<file path="config.mk">
export PLATFORM = sky130hd
export DESIGN_NAME = lru_key_value_cache_top
export DESIGN_NICKNAME = d
export VERILOG_FILES = /design/src/lkvc_pkg.sv /design/src/lru_key_value_cache_top.sv
export SDC_FILE = /design/constraint.sdc
export NUM_CORES = 2
export LEC_CHECK = 0
export ABC_AREA = 1
export BUFFER_PORTS_ARGS = -buffer_cell sky130_fd_sc_hd__buf_2
export CAP_MARGIN = 5
export CELL_PAD_IN_SITES_DETAIL_PLACEMENT = 1
export CELL_PAD_IN_SITES_GLOBAL_PLACEMENT = 2
export CORE_MARGIN = 2
export CORE_UTILIZATION = 45
export CTS_CLUSTER_SIZE = 25
export DETAILED_ROUTE_END_ITERATION = 16
export GPL_ROUTABILITY_DRIVEN = 1
export PLACE_DENSITY_LB_ADDON = 0.1
export SKIP_CTS_REPAIR_TIMING = 1
export SLEW_MARGIN = 10
export SYNTH_ARGS = -nofsm -noshare
export SYNTH_HDL_FRONTEND = slang
export SYNTH_SLANG_ARGS = --single-unit
</file>
<file path="constraint.sdc">
create_clock -name aclk -period 16.5 [get_ports aclk]
set_clock_uncertainty 0.1 [all_clocks]
set_input_delay 3.3 -clock aclk [delete_from_list [all_inputs] [get_ports aclk]]
set_output_delay 3.3 -clock aclk [all_outputs]
set_load 0.05 [all_outputs]
</file>
<file path="src/lkvc_pkg.sv">
// Package for the LRU key-value cache: request codes, reset and miss constants.
// No dependencies; used by the top level and by its port checker.
package lkvc_pkg;

    localparam int KEY_W  = 32;
    localparam int DATA_W = 32;
    localparam int CAP_W  = 5;

    typedef logic [KEY_W-1:0]  key_t;
    typedef logic [DATA_W-1:0] data_t;
    typedef logic [CAP_W-1:0]  cap_t;

    typedef enum logic {
        REQ_GET = 1'b0,
        REQ_PUT = 1'b1
    } req_t;

    localparam data_t MISS_VALUE = '1;     // -1
    localparam cap_t  CAP_RESET  = 5'd16;

endpackage

</file>
<file path="src/lru_key_value_cache_top.sv">
// A get accepted on s_ passes through the input register and then the result register before it shows on m_.
// Throughput: one request per cycle; a put never waits on the result side, a get waits
// only while the result register holds an untaken transaction.
// Reset (aresetn low, synchronous): all entries invalid, ranks and live count zero,
// capacity 16, both registers empty. No clearing pass; keys and values are not reset.
// Depends on lkvc_pkg.
module lru_key_value_cache_top #(
    parameter int MAX_ENTRIES = 16
) (
    input  logic                   aclk,
    input  logic                   aresetn,
    // configuration
    input  logic                   cfg_wr_en,
    input  lkvc_pkg::cap_t         cfg_wr_data,   // capacity_in_use
    // request stream
    input  logic                   s_tvalid,
    output logic                   s_tready,
    input  logic [63:0]            s_tdata,       // [31:0] key, [63:32] value
    input  logic                   s_tuser,       // [0] req_type
    // result stream
    output logic                   m_tvalid,
    input  logic                   m_tready,
    output logic [31:0]            m_tdata,       // [31:0] read_value
    output logic                   m_tuser        // [0] hit
);

    localparam int RW = (MAX_ENTRIES > 1) ? $clog2(MAX_ENTRIES) : 1;
    localparam int LW = $clog2(MAX_ENTRIES + 1);
    localparam int CW = (LW > lkvc_pkg::CAP_W) ? LW : lkvc_pkg::CAP_W;

    typedef logic [RW-1:0] rank_t;
    typedef logic [LW-1:0] count_t;
    typedef logic [CW-1:0] capx_t;

    // input register
    logic                in_valid_reg;
    lkvc_pkg::req_t      in_req_reg;
    lkvc_pkg::key_t      in_key_reg;
    lkvc_pkg::data_t     in_value_reg;

    // cache state
    logic [MAX_ENTRIES-1:0] valid_reg, valid_next;
    lkvc_pkg::key_t         key_reg   [MAX_ENTRIES];
    lkvc_pkg::data_t        value_reg [MAX_ENTRIES];
    rank_t                  rank_reg  [MAX_ENTRIES];
    rank_t                  rank_next [MAX_ENTRIES];
    count_t                 live_reg, live_next;
    lkvc_pkg::cap_t         cap_reg;

    // result register
    logic                out_valid_reg;
    logic                out_hit_reg;
    lkvc_pkg::data_t     out_data_reg;

    logic out_free, proceed, accept, is_put;
    logic [MAX_ENTRIES-1:0] match, victim, valid_after, free, new_slot;
    logic                   hit, full, inserting;
    lkvc_pkg::data_t        hit_value;
    rank_t                  hit_rank;
    capx_t                  cap_x, cap_eff;

    assign is_put   = (in_req_reg == lkvc_pkg::REQ_PUT);
    assign out_free = !out_valid_reg || m_tready;
    assign proceed  = in_valid_reg && (is_put || out_free);
    assign s_tready = !in_valid_reg || proceed;
    assign accept   = s_tvalid && s_tready;

    assign m_tvalid = out_valid_reg;
    assign m_tuser  = out_hit_reg;
    assign m_tdata  = out_data_reg;

    // parallel lookup; live keys are unique so match is one-hot or zero
    always_comb begin
        hit_value = '0;
        hit_rank  = '0;
        for (int i = 0; i < MAX_ENTRIES; i++) begin
            match[i] = valid_reg[i] && (key_reg[i] == in_key_reg);
            if (match[i]) begin
                hit_value = hit_value | value_reg[i];
                hit_rank  = hit_rank  | rank_reg[i];
            end
        end
        hit = |match;
    end

    // capacity clamped to 1..MAX_ENTRIES
    always_comb begin
        cap_x = CW'(cap_reg);
        if (cap_x == '0)
            cap_eff = CW'(1);
        else if (cap_x > CW'(MAX_ENTRIES))
            cap_eff = CW'(MAX_ENTRIES);
        else
            cap_eff = cap_x;
        full = (CW'(live_reg) >= cap_eff);
    end

    // ranks of live entries run 0..live-1, so the oldest holds live-1
    always_comb begin
        for (int i = 0; i < MAX_ENTRIES; i++)
            victim[i] = full && valid_reg[i] && (LW'(rank_reg[i]) == live_reg - LW'(1));
        valid_after = valid_reg & ~victim;
        free        = ~valid_after;
        new_slot    = free & (~free + MAX_ENTRIES'(1));   // lowest free slot
        inserting   = proceed && is_put && !hit && (|free);
    end

    always_comb begin
        valid_next = valid_reg;
        live_next  = live_reg;
        for (int i = 0; i < MAX_ENTRIES; i++)
            rank_next[i] = rank_reg[i];
        if (proceed && hit) begin
            for (int i = 0; i < MAX_ENTRIES; i++) begin
                if (match[i])
                    rank_next[i] = '0;
                else if (valid_reg[i] && (rank_reg[i] < hit_rank))
                    rank_next[i] = rank_reg[i] + RW'(1);
            end
        end else if (inserting) begin
            valid_next = valid_after | new_slot;
            live_next  = live_reg - LW'(full) + LW'(1);
            for (int i = 0; i < MAX_ENTRIES; i++) begin
                if (new_slot[i] || victim[i])
                    rank_next[i] = '0;
                else if (valid_after[i])
                    rank_next[i] = rank_reg[i] + RW'(1);
            end
        end
    end

    always_ff @(posedge aclk) begin
        if (!aresetn) begin
            in_valid_reg  <= 1'b0;
            out_valid_reg <= 1'b0;
            valid_reg     <= '0;
            live_reg      <= '0;
            cap_reg       <= lkvc_pkg::CAP_RESET;
            for (int i = 0; i < MAX_ENTRIES; i++)
                rank_reg[i] <= '0;
        end else begin
            if (accept)
                in_valid_reg <= 1'b1;
            else if (proceed)
                in_valid_reg <= 1'b0;

            if (proceed && !is_put)
                out_valid_reg <= 1'b1;
            else if (m_tready)
                out_valid_reg <= 1'b0;

            if (cfg_wr_en)
                cap_reg <= cfg_wr_data;

            valid_reg <= valid_next;
            live_reg  <= live_next;
            for (int i = 0; i < MAX_ENTRIES; i++)
                rank_reg[i] <= rank_next[i];
        end
    end

    // payload, no reset
    always_ff @(posedge aclk) begin
        if (accept) begin
            in_req_reg   <= lkvc_pkg::req_t'(s_tuser);
            in_key_reg   <= s_tdata[31:0];
            in_value_reg <= s_tdata[63:32];
        end
        if (proceed && !is_put) begin
            out_hit_reg  <= hit;
            out_data_reg <= hit ? hit_value : lkvc_pkg::MISS_VALUE;
        end
        for (int i = 0; i < MAX_ENTRIES; i++) begin
            if (proceed && is_put && (match[i] || (inserting && new_slot[i])))
                value_reg[i] <= in_value_reg;
            if (inserting && new_slot[i])
                key_reg[i] <= in_key_reg;
        end
    end

endmodule

</file>
==> load_flow_metrics.sql <==
INSERT INTO impl_metrics (metric_group, metric, value, unit) VALUES
('timing', 'grt_setup_unrepaired', 'no', ''),
('floorplan', 'die-width', '362', 'microns'),
('synthesis', 'synth.cell_area', '57700', 'sq um'),
('cts', 'clockBufferDepth', '3', ''),
('synthesis', 'post_synth_mux_area_share', '0', '%'),
('global_routing', 'global_route_wire_length_before_repair', '319000', 'microns'),
('critical_path', 'crit_path_max_fanout', '3', ''),
('critical_path', 'rr_startpoint', 'in_key_reg[4]', ''),
('critical_path', 'cp-start-kind', 'primary input', ''),
('timing', 'worst_pin_slew', '1.17', 'ns'),
('critical_path', 'crit_top_cell', 'sky130_fd_sc_hd__buf_2', ''),
('routing', 'drt-vias-per-instance', '5.91', ''),
('global_routing', 'initial_antenna_violation_count', '7', ''),
('floorplan', 'row_count', '131', ''),
('layout', 'num-nets-final', '6103', ''),
('synthesis', 'synth-seq-area-share', '61.6', '%'),
('cts', 'clk-insertion-delay-late', '0.81', 'ns'),
('floorplan', 'effective_utilization_at_floorplan', '45.3', '%'),
('layout', 'area.growth.synth_to_final', '12.6', '%'),
('global_routing', 'number_of_global_route_vias_before_repair', '46100', ''),
('placement', 'place.gp.congestion', '0.907', ''),
('critical_path', 'worst-setup-path-type', 'primary input to output port', ''),
('cts', 'clk_transition_reported_paths', '0.06', 'ns'),
('critical_path', 'crit_path_end_kind', 'output port', ''),
('critical_path', 'series_of_cell_instances_along_the_critical_path', 'buf_2 -> inv_1 -> nand4_1 -> buf_2', ''),
('routing', 'ant_nets', '0', ''),
('critical_path', 'critical_path_start', 'm_tready', ''),
('routing', 'dr_total_vias', '45600', ''),
('placement', 'hpwlAfterDp', '139000', 'microns'),
('synthesis', 'synth_top_family_by_area', 'simple AND/OR/NAND/NOR gates', ''),
('pwr', 'power.density_cell_area', '106', 'nW/um^2'),
('timing', 'max_clock_freq', '139', 'MHz'),
('synthesis', 'yosysMostFrequentCell', 'sky130_fd_sc_hd__nand2_1', ''),
('routing', 'wl_per_cell', '29.0', 'microns'),
('placement', 'pre_cts_ws', '9.28', 'ns'),
('layout', 'layout-drive-gt1-share', '9.60', '%'),
('synthesis', 'synth_xor_xnor_area_share', '1.90', '%'),
('synthesis', 'synthTopCellsByArea', 'sky130_fd_sc_hd__edfxtp_1 58%, sky130_fd_sc_hd__nand2_1 9.9%, sky130_fd_sc_hd__nor2_1 4.5%', ''),
('timing', 'fin_crit', '7.22', 'ns'),
('placement', 'place.detailed.instances', '7475', ''),
('pwr', 'irDropWorstVdd', '0.000132', 'V'),
('routing', 'detail_route.iter0.violations', '4696', ''),
('min_path', 'timing.hold.worst.class', 'flop to flop', ''),
('timing', 'drv_slew', '0', ''),
('floorplan', 'design.die.area', '131000', 'sq um'),
('cts', 'cts_num_sinks', '1214', ''),
('critical_path', 'timing.critical_path.slowest_cell_delay', '0.24', 'ns'),
('layout', 'final-instance-count-excl-fill', '7727', ''),
('timing', 'tns', '0', 'ns'),
('synthesis', 'yosys.area_share.simple', '19.7', '%'),
('routing', 'detail_route.drc_violations', '0', ''),
('timing', 'timing.final.setup_violations', '0', ''),
('synthesis', 'synth_warnings', '0', ''),
('synthesis', 'synth-compound-area-share', '9.04', '%'),
('timing', 'final_setup_margin', '9.28', 'ns'),
('timing', 'period_share', '43.7', '%'),
('outcome', 'run_status', 'complete, no violations', ''),
('cts', 'cts.htree.levels', '4', ''),
('routing', 'firstDrtPassIters', '6', ''),
('synthesis', 'yosys_most_used_dff', 'sky130_fd_sc_hd__edfxtp_1', ''),
('critical_path', 'required', '13.10', 'ns'),
('cts', 'cts_root_buf', 'sky130_fd_sc_hd__clkbuf_16', ''),
('min_path', 'hold_path_origin', 'valid_reg[13]', ''),
('routing', 'routed_wirelength', '224000', 'microns'),
('synthesis', 'synth_top_cells_by_count', '1,522 x sky130_fd_sc_hd__nand2_1, 1,122 x sky130_fd_sc_hd__edfxtp_1, 695 x sky130_fd_sc_hd__nor2_1, 613 x sky130_fd_sc_hd__inv_1, 262 x sky130_fd_sc_hd__o21ai_0', ''),
('global_routing', 'grt_max_degree', '47', ''),
('synthesis', 'synthDistinctLibCells', '57', ''),
('global_routing', 'grt_overflow', '0', ''),
('floorplan', 'top_level_ports', '110', ''),
('synthesis', 'ys_ff_latch', '1214', ''),
('global_routing', 'track_usage', '33.9', '%');
## layout make-up
cell class,count,area (sq um)
repair buffers,231,1460
flip-flops and latches,1214,35500
clock buffers,173,3560
clock inverters,75,905
fillers,14000,62400
diodes,4,10.0
inverters,664,2500
multi-input cells,3704,18900
well taps,1662,2080
## final timing paths
kind,slack (ns),depth (start not counted),to
setup / recovery,9.28,4,s_tready
hold / removal,0.40,2,valid_reg[13]
setup reg to reg,9.66,20,value_reg[0][118]
hold reg to reg,0.40,2,valid_reg[13]
## layout by cell type (no fill, tap or decap), types with 11 or more instances in the layout
| cell | count |
|---|---|
| sky130_fd_sc_hd__nand3_1 | 166 |
| sky130_fd_sc_hd__buf_2 | 109 |
| sky130_fd_sc_hd__a21oi_1 | 74 |
| sky130_fd_sc_hd__o22ai_1 | 63 |
| sky130_fd_sc_hd__nor2_1 | 684 |
| sky130_fd_sc_hd__dfxtp_1 | 92 |
| sky130_fd_sc_hd__or2_2 | 28 |
| sky130_fd_sc_hd__a22o_1 | 160 |
| sky130_fd_sc_hd__xnor2_1 | 71 |
| sky130_fd_sc_hd__a21oi_2 | 11 |
| sky130_fd_sc_hd__edfxtp_1 | 1122 |
| sky130_fd_sc_hd__nor2_4 | 18 |
| sky130_fd_sc_hd__inv_2 | 40 |
| sky130_fd_sc_hd__nor4_1 | 38 |
| sky130_fd_sc_hd__a211oi_1 | 22 |
| sky130_fd_sc_hd__nor3_1 | 35 |
| sky130_fd_sc_hd__nand3b_1 | 22 |
| sky130_fd_sc_hd__clkinv_1 | 38 |
| sky130_fd_sc_hd__a221oi_1 | 64 |
| sky130_fd_sc_hd__o21ai_1 | 53 |
| sky130_fd_sc_hd__ha_1 | 76 |
| sky130_fd_sc_hd__clkinv_2 | 23 |
| sky130_fd_sc_hd__xor2_1 | 54 |
| sky130_fd_sc_hd__clkbuf_16 | 137 |
| sky130_fd_sc_hd__nand4_1 | 134 |
| sky130_fd_sc_hd__a32o_1 | 32 |
| sky130_fd_sc_hd__o21ai_0 | 262 |
| sky130_fd_sc_hd__clkbuf_1 | 36 |
| sky130_fd_sc_hd__a21oi_4 | 14 |
| sky130_fd_sc_hd__inv_1 | 604 |
| sky130_fd_sc_hd__nand2_1 | 1521 |
| sky130_fd_sc_hd__buf_4 | 122 |
## logic make-up (layout without fill, tap and decap cells)
logic type,Yosys count,count (layout)
and+or+nand+nor,2719,2719
other,0,4
adders and majority gates,76,76
xor gates and xnor gates,125,125
DFF,1214,1214
buffers and inverters,850,1143
AOI/OAI and AO/OA,784,784
## through the flow
stage	util, %	area (sq um)
after floorplan	-	57700
after global placement	47.5	60500
after detailed placement	47.5	60500
after CTS	51.0	64900
after global routing	51.0	64900
final	51.0	65000
## report_power, final
group	switching (mW)	total [mW]	internal (mW)	leakage (nW)
combinational	0.316	0.407	0.0911	12.0
sequential	0.0327	3.41	3.38	10.8
clock	1.35	3.07	1.72	2.15
total	1.70	6.89	5.19	24.9
## routing by layer
layer	wire, microns	global-route usage, %	up-vias
met5	0	0	-
met4	7160	10.9	0
met3	17800	5.06	369
met2	103000	54.4	1932
met1	96200	47.4	23200
li1	-	-	20100
## critical path: cells and delay by family
kind,cells,cell delay [ns]
buffers and inverters,3,0.41
and+or+nand+nor,1,0.11
(Power assumes the default switching activity.)
